**config.mk**
```make
export PLATFORM = sky130hd
export DESIGN_NAME = rpn_stack_evaluator_core
export DESIGN_NICKNAME = d
export VERILOG_FILES = /design/src/rse_pkg.sv /design/src/rse_muldiv.sv /design/src/rse_ctrl.sv /design/src/rse_dp.sv /design/src/rpn_stack_evaluator_core.sv
export SDC_FILE = /design/constraint.sdc
export NUM_CORES = 2
export LEC_CHECK = 0
export ABC_AREA = 0
export BUFFER_PORTS_ARGS = -buffer_cell sky130_fd_sc_hd__buf_2
export CAP_MARGIN = 20
export CORE_ASPECT_RATIO = 0.8
export CORE_MARGIN = 2
export CORE_UTILIZATION = 56
export DETAILED_ROUTE_END_ITERATION = 8
export PLACE_DENSITY = 0.76
export SLEW_MARGIN = 5
export SYNTH_ARGS = -nofsm -noshare
export SYNTH_HDL_FRONTEND = slang
export SYNTH_HIERARCHICAL = 1
export SYNTH_SLANG_ARGS = --single-unit
```
**constraint.sdc**
```tcl
create_clock -name clk_i -period 7.8 [get_ports clk_i]
set_input_delay 0.78 -clock clk_i [delete_from_list [all_inputs] [get_ports clk_i]]
set_output_delay 0.78 -clock clk_i [all_outputs]
set_load 0.005 [all_outputs]
```
**src/rse_pkg.sv**
```systemverilog
`default_nettype none

package rse_pkg;

  localparam int unsigned STACK_DEPTH = 16;
  localparam int unsigned DATA_W      = 32;
  localparam int unsigned CNT_W       = $clog2(STACK_DEPTH + 1);
  localparam int unsigned PTR_W       = $clog2(STACK_DEPTH);
  localparam int unsigned MODE_W      = 4;
  localparam int unsigned STATUS_W    = 3;
  localparam int unsigned DEPTH_W     = 5;

  // literal, line_start
  localparam int unsigned IN_FIELDS_W  = DATA_W + 1;
  localparam int unsigned IN_TDATA_W   = ((IN_FIELDS_W + 7) / 8) * 8;
  // printed_valid, printed_value, show_stack, stack_depth, three stack words
  localparam int unsigned OUT_FIELDS_W = 1 + DATA_W + 1 + DEPTH_W + 3 * DATA_W;
  localparam int unsigned OUT_TDATA_W  = ((OUT_FIELDS_W + 7) / 8) * 8;

  typedef logic [DATA_W-1:0] word_t;
  typedef logic [CNT_W-1:0]  cnt_t;
  typedef logic [PTR_W-1:0]  ptr_t;

  typedef enum logic [MODE_W-1:0] {
    MODE_PUSH  = 4'd0,
    MODE_ADD   = 4'd1,
    MODE_SUB   = 4'd2,
    MODE_MUL   = 4'd3,
    MODE_DIV   = 4'd4,
    MODE_MOD   = 4'd5,
    MODE_DUP   = 4'd6,
    MODE_DROP  = 4'd7,
    MODE_SWAP  = 4'd8,
    MODE_OVER  = 4'd9,
    MODE_PRINT = 4'd10,
    MODE_SHOW  = 4'd11,
    MODE_CLEAR = 4'd12
  } mode_e;

  typedef enum logic [STATUS_W-1:0] {
    ST_OK    = 3'd0,
    ST_DIV0  = 3'd1,
    ST_OVER  = 3'd2,
    ST_UNDER = 3'd3,
    ST_SKIP  = 3'd4
  } status_e;

  typedef enum logic [2:0] {
    OP_NONE,
    OP_PUSH,
    OP_POP,
    OP_FILL,
    OP_SWAP,
    OP_SETTOP,
    OP_CLEAR
  } dp_op_e;

  typedef enum logic [1:0] {
    PSEL_LIT,
    PSEL_TOP,
    PSEL_SEC
  } push_sel_e;

  typedef enum logic [1:0] {
    MD_MUL,
    MD_DIV,
    MD_MOD
  } md_op_e;

  typedef enum logic [2:0] {
    CS_IDLE,
    CS_EXEC,
    CS_POP,
    CS_FILL,
    CS_MDWAIT,
    CS_DONE
  } ctrl_state_e;

  typedef struct packed {
    logic      load_in;
    dp_op_e    op;
    push_sel_e psel;
    logic      latch_ops;
    logic      md_start;
    md_op_e    md_op;
    logic      cap_print;
    logic      set_show;
    logic      wr_out;
    status_e   status;
  } cmd_t;

  typedef struct packed {
    mode_e mode;
    logic  skip;
    logic  cnt_zero;
    logic  cnt_lt2;
    logic  cnt_full;
    logic  b_zero;
    logic  md_busy;
    logic  out_busy;
  } sts_t;

endpackage

`default_nettype wire

```
**src/rse_muldiv.sv**
```systemverilog
`default_nettype none

module rse_muldiv (
  input  wire logic           clk_i,
  input  wire logic           rst_ni,
  input  wire logic           start_i,
  input  wire rse_pkg::md_op_e op_i,
  input  wire rse_pkg::word_t a_i,
  input  wire rse_pkg::word_t b_i,
  output logic                busy_o,
  output rse_pkg::word_t      result_o
);
  import rse_pkg::*;

  localparam int unsigned STEP_W = $clog2(DATA_W);

  logic              busy_q;
  logic [STEP_W-1:0] step_q;
  md_op_e            op_q;
  logic              neg_q;
  word_t             acc_q;  // product or partial remainder
  word_t             x_q;    // multiplicand or dividend/quotient shifter
  word_t             y_q;    // multiplier or divisor magnitude

  word_t             mag_a;
  word_t             mag_b;
  logic [DATA_W+1:0] trial;

  always_comb begin
    mag_a = a_i[DATA_W-1] ? (word_t'(0) - a_i) : a_i;
    mag_b = b_i[DATA_W-1] ? (word_t'(0) - b_i) : b_i;
    trial = {1'b0, acc_q, x_q[DATA_W-1]} - {2'b00, y_q};
  end

  always_ff @(posedge clk_i or negedge rst_ni) begin
    if (!rst_ni) begin
      busy_q <= 1'b0;
      step_q <= '0;
    end else if (start_i) begin
      busy_q <= 1'b1;
      step_q <= '0;
    end else if (busy_q) begin
      step_q <= step_q + STEP_W'(1);
      if (step_q == STEP_W'(DATA_W - 1)) begin
        busy_q <= 1'b0;
      end
    end
  end

  always_ff @(posedge clk_i) begin
    if (start_i) begin
      op_q  <= op_i;
      acc_q <= '0;
      if (op_i == MD_MUL) begin
        x_q   <= a_i;
        y_q   <= b_i;
        neg_q <= 1'b0;
      end else begin
        x_q   <= mag_a;
        y_q   <= mag_b;
        neg_q <= (op_i == MD_DIV) ? (a_i[DATA_W-1] ^ b_i[DATA_W-1]) : a_i[DATA_W-1];
      end
    end else if (busy_q) begin
      if (op_q == MD_MUL) begin
        if (y_q[0]) begin
          acc_q <= acc_q + x_q;
        end
        x_q <= {x_q[DATA_W-2:0], 1'b0};
        y_q <= {1'b0, y_q[DATA_W-1:1]};
      end else if (!trial[DATA_W+1]) begin
        acc_q <= trial[DATA_W-1:0];
        x_q   <= {x_q[DATA_W-2:0], 1'b1};
      end else begin
        acc_q <= {acc_q[DATA_W-2:0], x_q[DATA_W-1]};
        x_q   <= {x_q[DATA_W-2:0], 1'b0};
      end
    end
  end

  always_comb begin
    busy_o = busy_q;
    case (op_q)
      MD_MUL:  result_o = acc_q;
      MD_DIV:  result_o = neg_q ? (word_t'(0) - x_q) : x_q;
      default: result_o = neg_q ? (word_t'(0) - acc_q) : acc_q;
    endcase
  end

endmodule

`default_nettype wire

```
**src/rse_ctrl.sv**
```systemverilog
`default_nettype none

module rse_ctrl (
  input  wire logic          clk_i,
  input  wire logic          rst_ni,
  input  wire logic          s_tvalid_i,
  output logic               s_tready_o,
  input  wire rse_pkg::sts_t sts_i,
  output rse_pkg::cmd_t      cmd_o
);
  import rse_pkg::*;

  ctrl_state_e state_q, state_d;
  status_e     status_q, status_d;
  logic        second_pop_q, second_pop_d;
  logic        settop_q, settop_d;

  always_ff @(posedge clk_i or negedge rst_ni) begin
    if (!rst_ni) begin
      state_q      <= CS_IDLE;
      status_q     <= ST_OK;
      second_pop_q <= 1'b0;
      settop_q     <= 1'b0;
    end else begin
      state_q      <= state_d;
      status_q     <= status_d;
      second_pop_q <= second_pop_d;
      settop_q     <= settop_d;
    end
  end

  always_comb begin
    state_d      = state_q;
    status_d     = status_q;
    second_pop_d = second_pop_q;
    settop_d     = settop_q;
    cmd_o        = '0;
    cmd_o.status = status_q;
    s_tready_o   = (state_q == CS_IDLE);

    unique case (state_q)
      CS_IDLE: begin
        if (s_tvalid_i) begin
          cmd_o.load_in = 1'b1;
          state_d       = CS_EXEC;
        end
      end

      CS_EXEC: begin
        status_d     = ST_OK;
        second_pop_d = 1'b0;
        settop_d     = 1'b0;
        state_d      = CS_DONE;
        if (sts_i.skip) begin
          status_d = ST_SKIP;
        end else begin
          unique case (sts_i.mode) inside
            MODE_PUSH: begin
              if (sts_i.cnt_full) begin
                status_d = ST_OVER;
              end else begin
                cmd_o.op   = OP_PUSH;
                cmd_o.psel = PSEL_LIT;
              end
            end
            MODE_ADD, MODE_SUB, MODE_MUL, MODE_DIV, MODE_MOD: begin
              if (sts_i.cnt_zero) begin
                status_d = ST_UNDER;
              end else if (sts_i.cnt_lt2) begin
                // single operand is still popped
                cmd_o.op = OP_POP;
                status_d = ST_UNDER;
                state_d  = CS_FILL;
              end else begin
                cmd_o.op        = OP_POP;
                cmd_o.latch_ops = 1'b1;
                state_d         = CS_FILL;
                if ((sts_i.mode == MODE_DIV || sts_i.mode == MODE_MOD) && sts_i.b_zero) begin
                  status_d     = ST_DIV0;
                  second_pop_d = 1'b1;
                end else begin
                  settop_d = 1'b1;
                  if (sts_i.mode == MODE_MUL) begin
                    cmd_o.md_start = 1'b1;
                    cmd_o.md_op    = MD_MUL;
                  end else if (sts_i.mode == MODE_DIV) begin
                    cmd_o.md_start = 1'b1;
                    cmd_o.md_op    = MD_DIV;
                  end else if (sts_i.mode == MODE_MOD) begin
                    cmd_o.md_start = 1'b1;
                    cmd_o.md_op    = MD_MOD;
                  end
                end
              end
            end
            MODE_DUP: begin
              if (sts_i.cnt_zero) begin
                status_d = ST_UNDER;
              end else if (sts_i.cnt_full) begin
                status_d = ST_OVER;
              end else begin
                cmd_o.op   = OP_PUSH;
                cmd_o.psel = PSEL_TOP;
              end
            end
            MODE_DROP: begin
              if (sts_i.cnt_zero) begin
                status_d = ST_UNDER;
              end else begin
                cmd_o.op = OP_POP;
                state_d  = CS_FILL;
              end
            end
            MODE_SWAP: begin
              if (sts_i.cnt_lt2) begin
                status_d = ST_UNDER;
              end else begin
                cmd_o.op = OP_SWAP;
              end
            end
            MODE_OVER: begin
              if (sts_i.cnt_lt2) begin
                status_d = ST_UNDER;
              end else if (sts_i.cnt_full) begin
                status_d = ST_OVER;
              end else begin
                cmd_o.op   = OP_PUSH;
                cmd_o.psel = PSEL_SEC;
              end
            end
            MODE_PRINT: begin
              if (sts_i.cnt_zero) begin
                status_d = ST_UNDER;
              end else begin
                cmd_o.op        = OP_POP;
                cmd_o.cap_print = 1'b1;
                state_d         = CS_FILL;
              end
            end
            MODE_SHOW: begin
              cmd_o.set_show = 1'b1;
            end
            MODE_CLEAR: begin
              cmd_o.op = OP_CLEAR;
            end
            default: begin
              // unused codes act as no-ops
            end
          endcase
        end
      end

      CS_POP: begin
        cmd_o.op     = OP_POP;
        second_pop_d = 1'b0;
        state_d      = CS_FILL;
      end

      CS_FILL: begin
        cmd_o.op = OP_FILL;
        if (second_pop_q) begin
          state_d = CS_POP;
        end else if (settop_q) begin
          state_d = CS_MDWAIT;
        end else begin
          state_d = CS_DONE;
        end
      end

      CS_MDWAIT: begin
        if (!sts_i.md_busy) begin
          cmd_o.op = OP_SETTOP;
          settop_d = 1'b0;
          state_d  = CS_DONE;
        end
      end

      CS_DONE: begin
        if (!sts_i.out_busy) begin
          cmd_o.wr_out = 1'b1;
          state_d      = CS_IDLE;
        end
      end

      default: begin
        state_d = CS_IDLE;
      end
    endcase
  end

endmodule

`default_nettype wire

```
**src/rse_dp.sv**
```systemverilog
`default_nettype none

module rse_dp (
  input  wire logic                                clk_i,
  input  wire logic                                rst_ni,
  input  wire rse_pkg::cmd_t                       cmd_i,
  output rse_pkg::sts_t                            sts_o,
  input  wire logic [rse_pkg::IN_TDATA_W-1:0]      s_tdata_i,
  input  wire logic [rse_pkg::MODE_W-1:0]          s_tuser_i,
  output logic                                     m_tvalid_o,
  input  wire logic                                m_tready_i,
  output logic [rse_pkg::OUT_TDATA_W-1:0]          m_tdata_o,
  output logic [rse_pkg::STATUS_W-1:0]             m_tuser_o
);
  import rse_pkg::*;

  logic [MODE_W-1:0] mode_q;
  word_t             lit_q;
  logic              ls_q;
  logic              skip_q;
  cnt_t              cnt_q;
  word_t             top_q, sec_q, thr_q;
  word_t             opa_q, opb_q;
  logic              pv_valid_q, show_q;
  word_t             pv_q;
  word_t             rd_q;
  word_t             mem_q [STACK_DEPTH];

  logic                   out_valid_q;
  logic [OUT_TDATA_W-1:0] out_tdata_q;
  logic [STATUS_W-1:0]    out_tuser_q;

  logic  eff_skip;
  logic  cnt_ge1, cnt_ge2, cnt_ge3;
  ptr_t  wr_ptr, rd_ptr;
  word_t push_val;
  word_t set_val;
  word_t md_result;
  logic  md_busy;
  word_t top_m, sec_m, thr_m;
  logic  is_err;

  rse_muldiv u_muldiv (
    .clk_i    (clk_i),
    .rst_ni   (rst_ni),
    .start_i  (cmd_i.md_start),
    .op_i     (cmd_i.md_op),
    .a_i      (sec_q),
    .b_i      (top_q),
    .busy_o   (md_busy),
    .result_o (md_result)
  );

  always_comb begin
    eff_skip = skip_q && !ls_q;
    cnt_ge1  = (cnt_q >= CNT_W'(1));
    cnt_ge2  = (cnt_q >= CNT_W'(2));
    cnt_ge3  = (cnt_q >= CNT_W'(3));
    // entries below the top three live in the memory
    wr_ptr   = PTR_W'(cnt_q - CNT_W'(3));
    rd_ptr   = PTR_W'(cnt_q - CNT_W'(4));

    case (cmd_i.psel)
      PSEL_TOP: push_val = top_q;
      PSEL_SEC: push_val = sec_q;
      default:  push_val = lit_q;
    endcase

    if (mode_q == MODE_ADD) begin
      set_val = opa_q + opb_q;
    end else if (mode_q == MODE_SUB) begin
      set_val = opa_q - opb_q;
    end else begin
      set_val = md_result;
    end

    top_m  = cnt_ge1 ? top_q : '0;
    sec_m  = cnt_ge2 ? sec_q : '0;
    thr_m  = cnt_ge3 ? thr_q : '0;
    is_err = (cmd_i.status == ST_DIV0) || (cmd_i.status == ST_OVER) ||
             (cmd_i.status == ST_UNDER);

    sts_o.mode     = mode_e'(mode_q);
    sts_o.skip     = eff_skip;
    sts_o.cnt_zero = !cnt_ge1;
    sts_o.cnt_lt2  = !cnt_ge2;
    sts_o.cnt_full = (cnt_q == CNT_W'(STACK_DEPTH));
    sts_o.b_zero   = (top_q == '0);
    sts_o.md_busy  = md_busy;
    sts_o.out_busy = out_valid_q && !m_tready_i;
  end

  always_ff @(posedge clk_i or negedge rst_ni) begin
    if (!rst_ni) begin
      cnt_q       <= '0;
      skip_q      <= 1'b0;
      out_valid_q <= 1'b0;
    end else begin
      unique case (cmd_i.op)
        OP_PUSH:  cnt_q <= cnt_q + CNT_W'(1);
        OP_POP:   cnt_q <= cnt_q - CNT_W'(1);
        OP_CLEAR: cnt_q <= '0;
        default:  cnt_q <= cnt_q;
      endcase
      if (cmd_i.wr_out) begin
        skip_q      <= eff_skip || is_err;
        out_valid_q <= 1'b1;
      end else if (m_tready_i) begin
        out_valid_q <= 1'b0;
      end
    end
  end

  always_ff @(posedge clk_i) begin
    if (cmd_i.load_in) begin
      mode_q     <= s_tuser_i;
      lit_q      <= s_tdata_i[DATA_W-1:0];
      ls_q       <= s_tdata_i[DATA_W];
      pv_valid_q <= 1'b0;
      pv_q       <= '0;
      show_q     <= 1'b0;
    end
    if (cmd_i.cap_print) begin
      pv_valid_q <= 1'b1;
      pv_q       <= top_q;
    end
    if (cmd_i.set_show) begin
      show_q <= 1'b1;
    end
    if (cmd_i.latch_ops) begin
      opa_q <= sec_q;
      opb_q <= top_q;
    end

    unique case (cmd_i.op)
      OP_PUSH: begin
        top_q <= push_val;
        sec_q <= top_q;
        thr_q <= sec_q;
      end
      OP_POP: begin
        top_q <= sec_q;
        sec_q <= thr_q;
      end
      OP_FILL:   thr_q <= rd_q;
      OP_SWAP: begin
        top_q <= sec_q;
        sec_q <= top_q;
      end
      OP_SETTOP: top_q <= set_val;
      default: begin
      end
    endcase

    if (cmd_i.wr_out) begin
      out_tdata_q <= OUT_TDATA_W'({thr_m, sec_m, top_m, DEPTH_W'(cnt_q), show_q, pv_q,
                                   pv_valid_q});
      out_tuser_q <= cmd_i.status;
    end
  end

  // stack spill memory, registered read
  always_ff @(posedge clk_i) begin
    if (cmd_i.op == OP_PUSH && cnt_ge3) begin
      mem_q[wr_ptr] <= thr_q;
    end
    rd_q <= mem_q[rd_ptr];
  end

  assign m_tvalid_o = out_valid_q;
  assign m_tdata_o  = out_tdata_q;
  assign m_tuser_o  = out_tuser_q;

endmodule

`default_nettype wire

```
**src/rpn_stack_evaluator_core.sv**
```systemverilog
`default_nettype none

// RPN stack evaluator: one decoded token per input transfer, one result transfer
// per token. The top three stack words sit in registers and deeper entries spill
// into a small memory, so each token pop is followed by a refill of the third
// word. Add and sub then write the new top; mul, div and mod first wait on the
// 32-step shift-add / shift-subtract unit; divide-by-zero pops the second operand
// with a second refill. Every token ends with the write to the output register.
// A new token is accepted once the previous one has reached the output register.
module rpn_stack_evaluator_core (
  input  wire logic                             clk_i,
  input  wire logic                             rst_ni,
  input  wire logic                             s_tvalid_i,
  output logic                                  s_tready_o,
  // literal[31:0], line_start[32], zero pad
  input  wire logic [rse_pkg::IN_TDATA_W-1:0]   s_tdata_i,
  // mode
  input  wire logic [rse_pkg::MODE_W-1:0]       s_tuser_i,
  output logic                                  m_tvalid_o,
  input  wire logic                             m_tready_i,
  // printed_valid[0], printed_value[32:1], show_stack[33], stack_depth[38:34],
  // top_value[70:39], second_value[102:71], third_value[134:103], zero pad
  output logic [rse_pkg::OUT_TDATA_W-1:0]       m_tdata_o,
  // status
  output logic [rse_pkg::STATUS_W-1:0]          m_tuser_o
);
  import rse_pkg::*;

  localparam int unsigned PV_BIT   = 0;
  localparam int unsigned SHOW_BIT = DATA_W + 1;

  cmd_t cmd;
  sts_t sts;

  rse_ctrl u_ctrl (
    .clk_i      (clk_i),
    .rst_ni     (rst_ni),
    .s_tvalid_i (s_tvalid_i),
    .s_tready_o (s_tready_o),
    .sts_i      (sts),
    .cmd_o      (cmd)
  );

  rse_dp u_dp (
    .clk_i      (clk_i),
    .rst_ni     (rst_ni),
    .cmd_i      (cmd),
    .sts_o      (sts),
    .s_tdata_i  (s_tdata_i),
    .s_tuser_i  (s_tuser_i),
    .m_tvalid_o (m_tvalid_o),
    .m_tready_i (m_tready_i),
    .m_tdata_o  (m_tdata_o),
    .m_tuser_o  (m_tuser_o)
  );

  a_one_token: assert property (@(posedge clk_i) disable iff (!rst_ni)
    s_tvalid_i && s_tready_o |=> !s_tready_o)
    else $error("token accepted while previous one in flight");

  a_skip_quiet: assert property (@(posedge clk_i) disable iff (!rst_ni)
    m_tvalid_o && (m_tuser_o == ST_SKIP) |-> !m_tdata_o[PV_BIT] && !m_tdata_o[SHOW_BIT])
    else $error("skipped token reported print or show");

  a_out_free: assert property (@(posedge clk_i) disable iff (!rst_ni)
    cmd.wr_out |-> !sts.out_busy)
    else $error("result overwrote a pending transfer");

  a_md_idle: assert property (@(posedge clk_i) disable iff (!rst_ni)
    cmd.md_start |-> !sts.md_busy)
    else $error("mul/div started while busy");

endmodule

`default_nettype wire

```
==> metrics.csv <==
metric,value,unit
Yosys reg bits,1033,
Max-Cap Viols,0,
"Primary FF master, synth",edfxtp_1,
Post-Syn Nets,4129,
layout net count,4281,
clock latency at the later pin of the worst-skew pair,0.70,ns
starting density of the core,56.75,%
post-synth cell types,103,
num rows,97,
"FFs w/ async S/R, synth",2.033,%
Synth Area in Simple Gates,9.758,%
largest net degree at the start of global routing,155,
Crit path required time,8.16,ns
Synth Warn #,6,
die span in y,270.9,um
Fmax,0.1833,GHz
PwrDens,425.3,nW/um^2
IO Port Bufs,180,
multiplexer share of the synthesized area,7.512,%
sequential fraction of the synthesis area,60.67,%
main combinational cell family by area after synthesis,compound AO/OA/AOI/OAI gates,
critical path peak fanout,31,
via/cell ratio,6.410,
drt initial violations,4731,
area of the multi-input gates,18540,sq um
DP HPWL,90.09,mm
Die X,337.6,um
via count,34360,
post-synthesis adder-cell area fraction,3.698,%
CP Class,reg2reg,
# fillers,6536,
critical path arrival,5.81,ns
Hold Crit Class,in2async,
Storage cell area,30260,sq um
Yosys top cell area share,56.97,%
final worst setup slack,2.345,ns
"Slew Viols, Final",0,
Antenna Nets Post-Route,0,
post-cts sizing count,0,
# setup viols final,0,
Total Routing Usage GR,29.67,%
Die Area,91470,sq um
hold_buf cts,0,
syn_area_per_cell,12.67,sq um
GRT overflow,0,
post-route DRC violation count,0,
WL/cell,25.70,um
Setup Skew,0.03694,ns
Syn Std Cell Area,49870,sq um
Layout area overhead,11.73,%
Final Routed Wirelength,137.8,mm
Post-Synthesis Cells,3936,
cell chosen for the clock root,clkbuf_16,
clock buffer depth,3,
Final Critical Period,5.455,ns
CP startpoint kind,flip-flop,
initial antenna violation count,10,
pre-CTS setup slack,2.428,ns
most area-consuming cells after synthesis,"edfxtp_1 57%, ha_1 3.5%, a21oi_1 3.0%",
CTS tree,done,
first drt pass iteration count,7,
Fin. Hold Viols,0,
outcome,completed,
Max VDD drop,0.0002774,V
P_leak,19.65,nW
setup TNS,0,ns
Least-Margin Pin Slew,1.073,ns
total clock sinks,1033,
vias in the first global route,32080,
Core Footprint,87870,sq um
first-pass GRT wire length,202.7,mm
GPL Wtd Cong,0.9664,
clk slew on worst S/H paths,0.06,ns
Tcrit/Tclk final,69.93,%
share of layout cells above drive strength 1,15.34,%
most area-hungry cell type in the Yosys netlist,edfxtp_1,
post-synthesis compound-gate area fraction,12.87,%
Post-CTS Setup Inserts,0,
H-tree depth,3,
top-count cell post-synth,edfxtp_1,
Rel. slew slack,28.45,%
diode count,0,
endpoint class of the critical path,flip-flop,
most frequent cells after synthesis,"946 x edfxtp_1, 336 x nor2_1, 294 x a21oi_1, 206 x o21ai_0, 185 x nand2_1",
Ports,189,
Inserted Clock Buffers,98,
"Core Util, Final",63.41,%
unrepaired setup endpoints after global routing,false,
Post-synth EDFFs,946,
Synth Area in XOR/XNOR,2.880,%
## logic make-up (layout without fill, tap and decap cells)
logic type      Yosys count  count (layout)
mux                     284             284
flops                  1033            1033
fa+ha+maj               145             145
compound gates          986             986
xor+xnor                164             164
buf+inv                 338             574
other cells               1               1
simple gates            985             985
## metrics by stage
| stage | total power (W) | instance area (sq um) | hold WS, ns | std cells |
|---|---|---|---|---|
| finish | 0.02370 | 55720 | 0.08294 | 5360 |
| global route | 0.02480 | 55720 | 0.1004 | 5360 |
| CTS | 0.02350 | 55670 | 0.06762 | 5358 |
| detailed placement | 0.01856 | 52340 | 0.4045 | 5174 |
| global placement | 0.01835 | 52320 | 0.4007 | 5173 |
| floorplan | 0.01537 | 49870 | 0.4003 | 3936 |
## cell type report
cell class / instances / area share (%)
Tap cell: 1188 / 2.668
Inverter: 132 / 0.8915
Clock inverter: 55 / 1.249
Sequential cell: 1033 / 54.32
Timing Repair Buffer: 258 / 2.874
Clock buffer: 129 / 4.720
Multi-Input combinational cell: 2565 / 33.28
## worst max-delay path: stages, from the launching register on
cell and delay, ns:
dfrtp_2 0.73, inv_1 0.29, ha_2 0.30, a21oi_1 0.15, nand3_1 0.17, inv_1 0.30
nor2b_1 0.18, o22ai_1 0.08, o21ai_0 0.21, o41ai_2 0.11, buf_4 0.26, nand2b_1 0.24
nor2_1 0.49, nand3_1 0.44, nor2_4 0.77, buf_4 0.39
## power by group
group	switching [W]	internal [W]
clock	0.00214	0.00278
sequential	0.00173	0.00793
combinational	0.00550	0.00362
## state kept, by name, indices dropped and copies added (netlist names), 3 cells and up
| name | flops |
|---|---|
| u_dp/mem_q | 512 |
| u_dp/m_tdata_o | 135 |
| u_dp/lit_q | 32 |
| u_dp/opa_q | 32 |
| u_dp/opb_q | 32 |
| u_dp/pv_q | 32 |
| u_dp/rd_q | 32 |
| u_dp/sec_q | 32 |
| u_dp/thr_q | 32 |
| u_dp/top_q | 32 |
| u_dp/u_muldiv/acc_q | 32 |
| u_dp/u_muldiv/x_q | 32 |
| u_dp/u_muldiv/y_q | 32 |
| u_dp/cnt_q | 5 |
| u_dp/u_muldiv/step_q | 5 |
| u_dp/mode_q | 4 |
| u_ctrl/state_q | 3 |
| u_ctrl/status_q | 3 |
| u_dp/m_tuser_o | 3 |
## path summary, 6_finish.rpt
path,from,slack [ns],end,cells past startpoint
min in group clk_i,s_tdata_i[14],0.26,u_dp/lit_q[14]$_DFFE_PP_,1
worst min register to register,u_dp/pv_q[23]$_SDFFCE_PN0P_,0.41,u_dp/m_tdata_o[24]$_DFFE_PP_,0
worst min-delay path,rst_ni,0.08,u_ctrl/status_q[2]$_DFFE_PN0P_,1
worst max-delay path,u_dp/cnt_q[2]$_DFFE_PN0P_,2.35,u_dp/mem_q[12][1]$_DFFE_PP_,15
worst max register to register,u_dp/cnt_q[2]$_DFFE_PN0P_,2.35,u_dp/mem_q[12][1]$_DFFE_PP_,15
max in group asynchronous,rst_ni,7.28,u_dp/cnt_q[1]$_DFFE_PN0P_,1
## layout by cell type, fill, tap and decap left out, types with 64 or more instances in the layout
master and instances:
edfxtp_1 946, nor2_1 323, a21oi_1 293, o21ai_0 206
nand2_1 183, buf_2 180, ha_1 140, mux2i_1 138
and2_1 135, inv_1 131, xnor2_1 100, clkbuf_16 99
mux2_2 82, buf_4 70, dfxtp_1 66, xor2_1 64
mux4_2 64
## per-layer routing
metal	GRT usage (%)	share of wire (%)	up-vias
li1	-	-	15284
met1	45.08	43	16823
met2	42.36	43	1996
met3	7.024	12	251
met4	8.865	3.2	6
met5	0	0.029	-
No activity file was read; power rests on OpenSTA's default activity.
